<file path="src/rtl/ifp_pkg.sv">
// Package for the IPv4 fragment planner: sequencer state type, status codes
// and default constants.
// No dependencies.
`default_nettype none

package ifp_pkg;

   localparam int unsigned MAX_FRAGMENTS_DEFAULT = 64;
   localparam logic [15:0] MPS_RESET             = 16'd1514;

   typedef enum logic [1:0] {
      ST_OK    = 2'd0,
      ST_DF    = 2'd1,
      ST_MANY  = 2'd2,
      ST_SMALL = 2'd3
   } status_type;

   typedef enum logic [2:0] {
      S_IDLE,
      S_CHECK,
      S_MULT,
      S_COUNT,
      S_EMIT,
      S_DROP
   } state_type;

endpackage

`default_nettype wire

</file>
<file path="src/rtl/ipv4_fragment_planner.sv">
// IPv4 fragment planner top level: sequencer with its own adders and comparators.
// Depends on ifp_pkg.
//
//   channel  dir  handshake               payload
//   req      in   req_valid/req_ready     packet descriptor
//   rsp      out  rsp_valid/rsp_ready     fragment or drop descriptor
//   csr      in   csr_valid/csr_ready     max_packet_size
//
// A packet is taken in the idle state, then passes the checks (header sum,
// count multiply, limit compare) and yields one fragment word per cycle while
// rsp does not stall. The fragment loop is paced by the single output register:
// a stall on rsp holds the loop. A DF or size drop goes from the header check
// to the drop word, a fragment-limit drop after the multiply and compare.
// req_ready is high only while idle;
// the next packet is taken while the last word still waits on rsp.
// Synchronous reset clears control state and sets max_packet_size to 1514.
`default_nettype none

module ipv4_fragment_planner
   import ifp_pkg::*;
#(
   parameter int unsigned MAX_FRAGMENTS = MAX_FRAGMENTS_DEFAULT
) (
   input  wire logic        clock,
   input  wire logic        reset,
   input  wire logic        req_valid,
   output logic             req_ready,
   input  wire logic [6:0]  req_link_header_len,
   input  wire logic [3:0]  req_ip_header_words,
   input  wire logic [15:0] req_frame_len,
   input  wire logic        req_dont_fragment,
   input  wire logic [12:0] req_orig_frag_offset,
   output logic             rsp_valid,
   input  wire logic        rsp_ready,
   output logic [5:0]       rsp_frag_index,
   output logic [15:0]      rsp_payload_start,
   output logic [15:0]      rsp_chunk_len,
   output logic [15:0]      rsp_out_frame_len,
   output logic [12:0]      rsp_new_frag_offset,
   output logic             rsp_more_fragments,
   output logic [1:0]       rsp_status,
   output logic             rsp_last,
   input  wire logic        csr_valid,
   output logic             csr_ready,
   input  wire logic [15:0] csr_max_packet_size
);

   localparam logic [5:0] LastIdx = 6'(MAX_FRAGMENTS - 1);

   state_type   state_ff, state_in;
   logic [15:0] mps_ff;

   logic [6:0]  link_ff;
   logic [3:0]  ihl_ff;
   logic [15:0] flen_ff;
   logic        df_ff;
   logic [12:0] ooff_ff;

   logic [7:0]  common_ff, common_in;
   logic [15:0] total_ff, total_in;
   logic [15:0] raw_ff, raw_in;
   logic [21:0] prod_ff, prod_in;
   logic [15:0] done_ff, done_in;
   logic [5:0]  idx_ff, idx_in;
   status_type  drop_ff, drop_in;

   logic        ov_ff, ov_in;
   logic [5:0]  o_idx_ff, o_idx_in;
   logic [15:0] o_start_ff, o_start_in;
   logic [15:0] o_chunk_ff, o_chunk_in;
   logic [15:0] o_flen_ff, o_flen_in;
   logic [12:0] o_off_ff, o_off_in;
   logic        o_mf_ff, o_mf_in;
   status_type  o_st_ff, o_st_in;
   logic        o_last_ff, o_last_in;

   logic        out_free;
   logic [7:0]  common_c;
   logic        too_small;
   logic [15:0] step;
   logic [15:0] rem;
   logic [15:0] chunk;
   logic        mf;
   logic [22:0] prod_raw;
   logic [22:0] prod_step;
   logic        too_many;

   assign out_free  = !ov_ff || rsp_ready;
   assign req_ready = (state_ff == S_IDLE);
   assign csr_ready = 1'b1;

   assign common_c  = 8'(link_ff) + {2'b00, ihl_ff, 2'b00};
   assign too_small = ({1'b0, mps_ff} < (17'(common_c) + 17'd8))
                      || (flen_ff < 16'(common_c));
   assign step      = {raw_ff[15:3], 3'b000};
   assign rem       = total_ff - done_ff;
   assign chunk     = (rem < raw_ff) ? rem : step;
   assign mf        = ((17'(done_ff) + 17'(chunk)) != 17'(total_ff));
   assign prod_raw  = 23'(prod_ff) + 23'(raw_ff);
   assign prod_step = 23'(prod_ff) + 23'(step);
   assign too_many  = (23'(total_ff) >= prod_raw) && (23'(total_ff) > prod_step);

   always_comb begin
      state_in = state_ff;
      unique case (state_ff)
         S_IDLE: begin
            if (req_valid) state_in = S_CHECK;
         end
         S_CHECK: begin
            if (df_ff || too_small) state_in = S_DROP;
            else state_in = S_MULT;
         end
         S_MULT: begin
            state_in = S_COUNT;
         end
         S_COUNT: begin
            if (too_many) state_in = S_DROP;
            else state_in = S_EMIT;
         end
         S_EMIT: begin
            if (out_free && !mf) state_in = S_IDLE;
         end
         S_DROP: begin
            if (out_free) state_in = S_IDLE;
         end
         default: state_in = S_IDLE;
      endcase
   end

   always_comb begin
      common_in  = common_ff;
      total_in   = total_ff;
      raw_in     = raw_ff;
      prod_in    = prod_ff;
      done_in    = done_ff;
      idx_in     = idx_ff;
      drop_in    = drop_ff;
      ov_in      = ov_ff && !rsp_ready;
      o_idx_in   = o_idx_ff;
      o_start_in = o_start_ff;
      o_chunk_in = o_chunk_ff;
      o_flen_in  = o_flen_ff;
      o_off_in   = o_off_ff;
      o_mf_in    = o_mf_ff;
      o_st_in    = o_st_ff;
      o_last_in  = o_last_ff;
      unique case (state_ff)
         S_IDLE: begin
            done_in = '0;
            idx_in  = '0;
         end
         S_CHECK: begin
            common_in = common_c;
            total_in  = flen_ff - 16'(common_c);
            raw_in    = mps_ff - 16'(common_c);
            drop_in   = df_ff ? ST_DF : ST_SMALL;
         end
         S_MULT: begin
            prod_in = 22'(LastIdx) * 22'(step);
         end
         S_COUNT: begin
            drop_in = ST_MANY;
         end
         S_EMIT: begin
            if (out_free) begin
               ov_in      = 1'b1;
               o_idx_in   = idx_ff;
               o_start_in = done_ff;
               o_chunk_in = chunk;
               o_flen_in  = 16'(common_ff) + chunk;
               o_off_in   = ooff_ff + done_ff[15:3];
               o_mf_in    = mf;
               o_st_in    = ST_OK;
               o_last_in  = !mf;
               done_in    = done_ff + chunk;
               idx_in     = idx_ff + 6'd1;
            end
         end
         S_DROP: begin
            if (out_free) begin
               ov_in      = 1'b1;
               o_idx_in   = '0;
               o_start_in = '0;
               o_chunk_in = '0;
               o_flen_in  = '0;
               o_off_in   = '0;
               o_mf_in    = 1'b0;
               o_st_in    = drop_ff;
               o_last_in  = 1'b1;
            end
         end
         default: ;
      endcase
   end

   always_ff @(posedge clock) begin
      if (reset) begin
         state_ff <= S_IDLE;
         ov_ff    <= 1'b0;
         mps_ff   <= MPS_RESET;
      end else begin
         state_ff <= state_in;
         ov_ff    <= ov_in;
         if (csr_valid && csr_ready) mps_ff <= csr_max_packet_size;
      end
   end

   always_ff @(posedge clock) begin
      if (req_valid && req_ready) begin
         link_ff <= req_link_header_len;
         ihl_ff  <= req_ip_header_words;
         flen_ff <= req_frame_len;
         df_ff   <= req_dont_fragment;
         ooff_ff <= req_orig_frag_offset;
      end
      common_ff  <= common_in;
      total_ff   <= total_in;
      raw_ff     <= raw_in;
      prod_ff    <= prod_in;
      done_ff    <= done_in;
      idx_ff     <= idx_in;
      drop_ff    <= drop_in;
      o_idx_ff   <= o_idx_in;
      o_start_ff <= o_start_in;
      o_chunk_ff <= o_chunk_in;
      o_flen_ff  <= o_flen_in;
      o_off_ff   <= o_off_in;
      o_mf_ff    <= o_mf_in;
      o_st_ff    <= o_st_in;
      o_last_ff  <= o_last_in;
   end

   assign rsp_valid           = ov_ff;
   assign rsp_frag_index      = o_idx_ff;
   assign rsp_payload_start   = o_start_ff;
   assign rsp_chunk_len       = o_chunk_ff;
   assign rsp_out_frame_len   = o_flen_ff;
   assign rsp_new_frag_offset = o_off_ff;
   assign rsp_more_fragments  = o_mf_ff;
   assign rsp_status          = o_st_ff;
   assign rsp_last            = o_last_ff;

`ifndef SYNTHESIS
   a_drop_is_last: assert property (@(posedge clock) disable iff (reset)
      rsp_valid && (rsp_status != ST_OK) |-> rsp_last && (rsp_frag_index == 6'd0))
      else $error("drop word without last or with nonzero index");

   a_mf_vs_last: assert property (@(posedge clock) disable iff (reset)
      rsp_valid |-> (rsp_more_fragments == !rsp_last))
      else $error("more_fragments disagrees with last");

   a_index_limit: assert property (@(posedge clock) disable iff (reset)
      rsp_valid |-> (rsp_frag_index <= LastIdx))
      else $error("fragment index beyond limit");

   a_emit_free: assert property (@(posedge clock) disable iff (reset)
      (state_ff == S_EMIT) && out_free |=> rsp_valid)
      else $error("emitted word not presented");
`endif

endmodule

`default_nettype wire
</file>
<file path="config.mk">
export PLATFORM = sky130hd
export DESIGN_NAME = ipv4_fragment_planner
export DESIGN_NICKNAME = d
export VERILOG_FILES = /design/src/rtl/ifp_pkg.sv /design/src/rtl/ipv4_fragment_planner.sv
export SDC_FILE = /design/constraint.sdc
export NUM_CORES = 1
export LEC_CHECK = 0
export BUFFER_PORTS_ARGS = -buffer_cell sky130_fd_sc_hd__buf_2
export CAP_MARGIN = 10
export CELL_PAD_IN_SITES_DETAIL_PLACEMENT = 1
export CELL_PAD_IN_SITES_GLOBAL_PLACEMENT = 1
export CORE_MARGIN = 1
export CORE_UTILIZATION = 40
export CTS_CLUSTER_SIZE = 16
export DETAILED_ROUTE_END_ITERATION = 8
export PLACE_DENSITY = 0.83
export SYNTH_ARGS = -nofsm -noshare
export SYNTH_HDL_FRONTEND = slang
export SYNTH_SLANG_ARGS = --single-unit
</file>
<file path="constraint.sdc">
create_clock -name clock -period 6.75 [get_ports clock]
set_clock_uncertainty 0.05 [all_clocks]
set_input_delay 1.0125 -clock clock [delete_from_list [all_inputs] [get_ports clock]]
set_output_delay 1.0125 -clock clock [all_outputs]
set_load 0.01 [all_outputs]
</file>
==> key figures <==
Floorplan
  – Die Area: 38000 um2
  – Die H: 195 um
  – FP Rows: 70
  – Initial Util: 40.7%
  – Die Width: 195 um
  – Core region area: 36600 um2
  – Io pins: 136

CTS
  – TritonCTS clock tree: done
  – Clock root buffer: clkbuf_16
  – CTS max path bufs: 3
  – Skew-Pair Late Insertion Delay: 560 ps
  – CTS Sinks: 215
  – Reg clk slew, reported paths: 60 ps
  – CTS buffer count: 28
  – H-tree depth: 1

Finish
  – Synth-to-layout area growth: 27.0%
  – ANT cells: 0
  – Area taken by multi-input logic gates: 8560 um2
  – Fraction of layout cells with a size suffix above 1: 27.3%
  – Fill cells: 4006
  – Fin nets: 1998
  – Seq. cell area: 6260 um2

Route
  – Routed vias: 12345
  – Drt pass-1 iters: 5
  – DRT Wirelength: 47100 um
  – Number of DRC markers in iteration 0: 611
  – Antenna viol nets, final: 0
  – Residual DRC: 0
  – Vias per Instance: 5.53
  – DR WL/cell: 21.1 um

Worst setup path
  – Worst R2R Path Depth: 33
  – CP Class: flop to flop
  – Worst Setup Start Kind: flop
  – Worst path max stage delay: 440 ps
  – Critical Path RT: 6980 ps
  – Most Frequent Cell on Critical Path: buf_4
  – Arr. time, crit path: 7140 ps
  – Slowest-stage cell, CP: edfxtp_1
  – Worst Path Max Fanout: 8
  – Critical Path End Type: flop

STA
  – Endpoints failing setup: 3
  – Tmin final: 6910 ps
  – Relative slew margins: 24.8%
  – Worst setup margin: -161 ps
  – RSZ-0062 raised after global routing: true
  – Worst slew pin tran: 1130 ps
  – Fmax: 145 MHz
  – Final Max Slew Viols: 0
  – Fin Setup TNS: -362 ps
  – Period Utilization, post-route: 102%
  – Hold Violations, Final: 0

Placement
  – Gpl congestion: 0.946
  – PortBufs: 134
  – DP Wirelength: 36000 um

Synth
  – Ys flop type: edfxtp_1
  – Post-synthesis cell area: 14900 um2
  – Post-synthesis async set-or-reset flop share: 0%
  – Synth unique cells: 86
  – Post-synth EDFFs: 195
  – Cells after Synth: 1419
  – Seq/Total Area, Yosys: 42.0%
  – Warnings from Yosys: 0
  – Flops & latches, synth: 215
  – Syn avg cell area: 10.5 um2

GRT
  – First-pass GRT wire length: 72800 um
  – Gr usage total: 24.5%
  – Global route overflow: 0
  – Vias in the first global route: 13389
  – Largest net degree at the start of global routing: 72
  – Initial antenna violation count: 0

Min path
  – Hold path depth: 0
  – HP Class: flop to flop

Job
  – Number of max-cap violations: 0

Run status
  – Status: finished, violations left
  – Failing checks: setup timing
==> logic make-up after synthesis <==
family | share of synthesized area [%]
AND/OR/NAND/NOR | 14.7
AO/OA/AOI/OAI | 13.1
flip-flops | 42.0
adder cells (fa/ha/maj) | 18.2
buffers and inverters | 3.85
XOR/XNOR | 6.60
multiplexers | 1.51
other | 0.0252
==> final timing paths <==
check,start,end,slack [ps]
setup / recovery,total_ff[1]$_DFFE_PN_,rsp_more_fragments$_SDFFCE_PN0P_,-160
hold / removal,link_ff[0]$_DFFE_PP_,common_ff[0]$_DFFE_PN_,480
setup reg to reg,total_ff[1]$_DFFE_PN_,rsp_more_fragments$_SDFFCE_PN0P_,-160
hold reg to reg,link_ff[0]$_DFFE_PP_,common_ff[0]$_DFFE_PN_,480
==> cells in the mapped netlist, types with 31 or more instances <==
cell	number	share of area [%]
o21ai_0	52	1.7
nand2_1	94	2.4
nor3_1	37	1.2
nor2_1	140	3.5
xnor2_1	66	3.9
edfxtp_1	195	39
xor2_1	41	2.4
inv_1	112	2.8
ha_1	152	13
a21oi_1	69	2.3
fa_1	40	5.4
and2_1	31	1.3
==> flip-flops by register name (all words and copies together) (netlist names), 2 cells and up <==
| name | flops |
|---|---|
| common_ff | 8 |
| done_ff | 16 |
| drop_ff | 2 |
| flen_ff | 16 |
| idx_ff | 6 |
| ihl_ff | 4 |
| link_ff | 7 |
| mps_ff | 16 |
| ooff_ff | 13 |
| prod_ff | 19 |
| raw_ff | 16 |
| rsp_chunk_len | 16 |
| rsp_frag_index | 6 |
| rsp_new_frag_offset | 13 |
| rsp_out_frame_len | 16 |
| rsp_payload_start | 16 |
| rsp_status | 2 |
| state_ff | 3 |
| total_ff | 16 |
==> placed cells by master, fill, tap and decap left out, types with 6 or more instances in the layout <==
master / n
a21o_1: 19
a21oi_1: 61
nand2b_1: 21
nand4_1: 14
or4_1: 6
o21ai_0: 50
a31oi_1: 11
nor4_1: 10
a31o_2: 7
fa_1: 39
nor2b_1: 17
o21a_1: 16
ha_1: 142
buf_6: 6
or2_2: 8
or3_1: 6
nand3_1: 22
xnor2_1: 64
o21bai_1: 6
o211ai_1: 6
a21oi_2: 8
nand2_1: 90
a211oi_1: 13
mux2i_1: 18
buf_4: 187
dfxtp_1: 20
and2_1: 28
and3_1: 10
inv_1: 107
clkbuf_16: 31
a21boi_0: 12
nor2_1: 136
edfxtp_1: 195
xor2_1: 41
buf_2: 135
ha_4: 8
a211o_1: 6
nor3_1: 33
==> final cells by class <==
cell class / instances / share of cell area, %
clock inverter: 15 / 0.589
multi-input combinational: 1058 / 45.3
clock buffer: 36 / 4.36
timing repair buffer: 328 / 11.4
inverter: 113 / 2.24
sequential: 215 / 33.1
tap: 468 / 3.10
==> through the flow <==
stage / instances / setup slack, ps / hold WS [ps] / instance area, um2 / util [%]
2_1_floorplan: 1420 / 26.5 / 409 / 15000 / -
3_3_place_gp: 2153 / -141 / 455 / 17400 / 47.5
3_5_place_dp: 2153 / -322 / 471 / 17400 / 47.5
4_1_cts: 2215 / -60.0 / 486 / 18500 / 50.5
5_1_grt: 2233 / -458 / 497 / 18900 / 51.6
6_report: 2233 / -161 / 480 / 18900 / 51.6
==> layer usage <==
metal  track usage, %  wire [um]  vias up
met5                0          0        -
met4             6.94       1370        0
met3             2.86       1780       87
met2             45.4      24500      293
met1             29.6      19400     6171
li1                 -          -     5794
==> critical path, delay by kind of cell, from the launching register on <==
family / cells / cell delay [ps]
simple gates: 11 / 1650
compound gates: 13 / 2760
fa+ha+maj: 3 / 850
buf+inv: 5 / 780
xor+xnor: 1 / 90
flops: 1 / 440
==> timing repair <==
action | CTS | global route
gates cloned | 0 | 1
pin swaps | 16 | 28
setup buffers | 11 | 18
endpoints found under the setup margin | 3 | 5
hold buffers | 0 | 0
resized for setup | 21 | 53
Power is not shown: default switching activity piles up to over one toggle a cycle in this logic, so the estimate is an artifact.
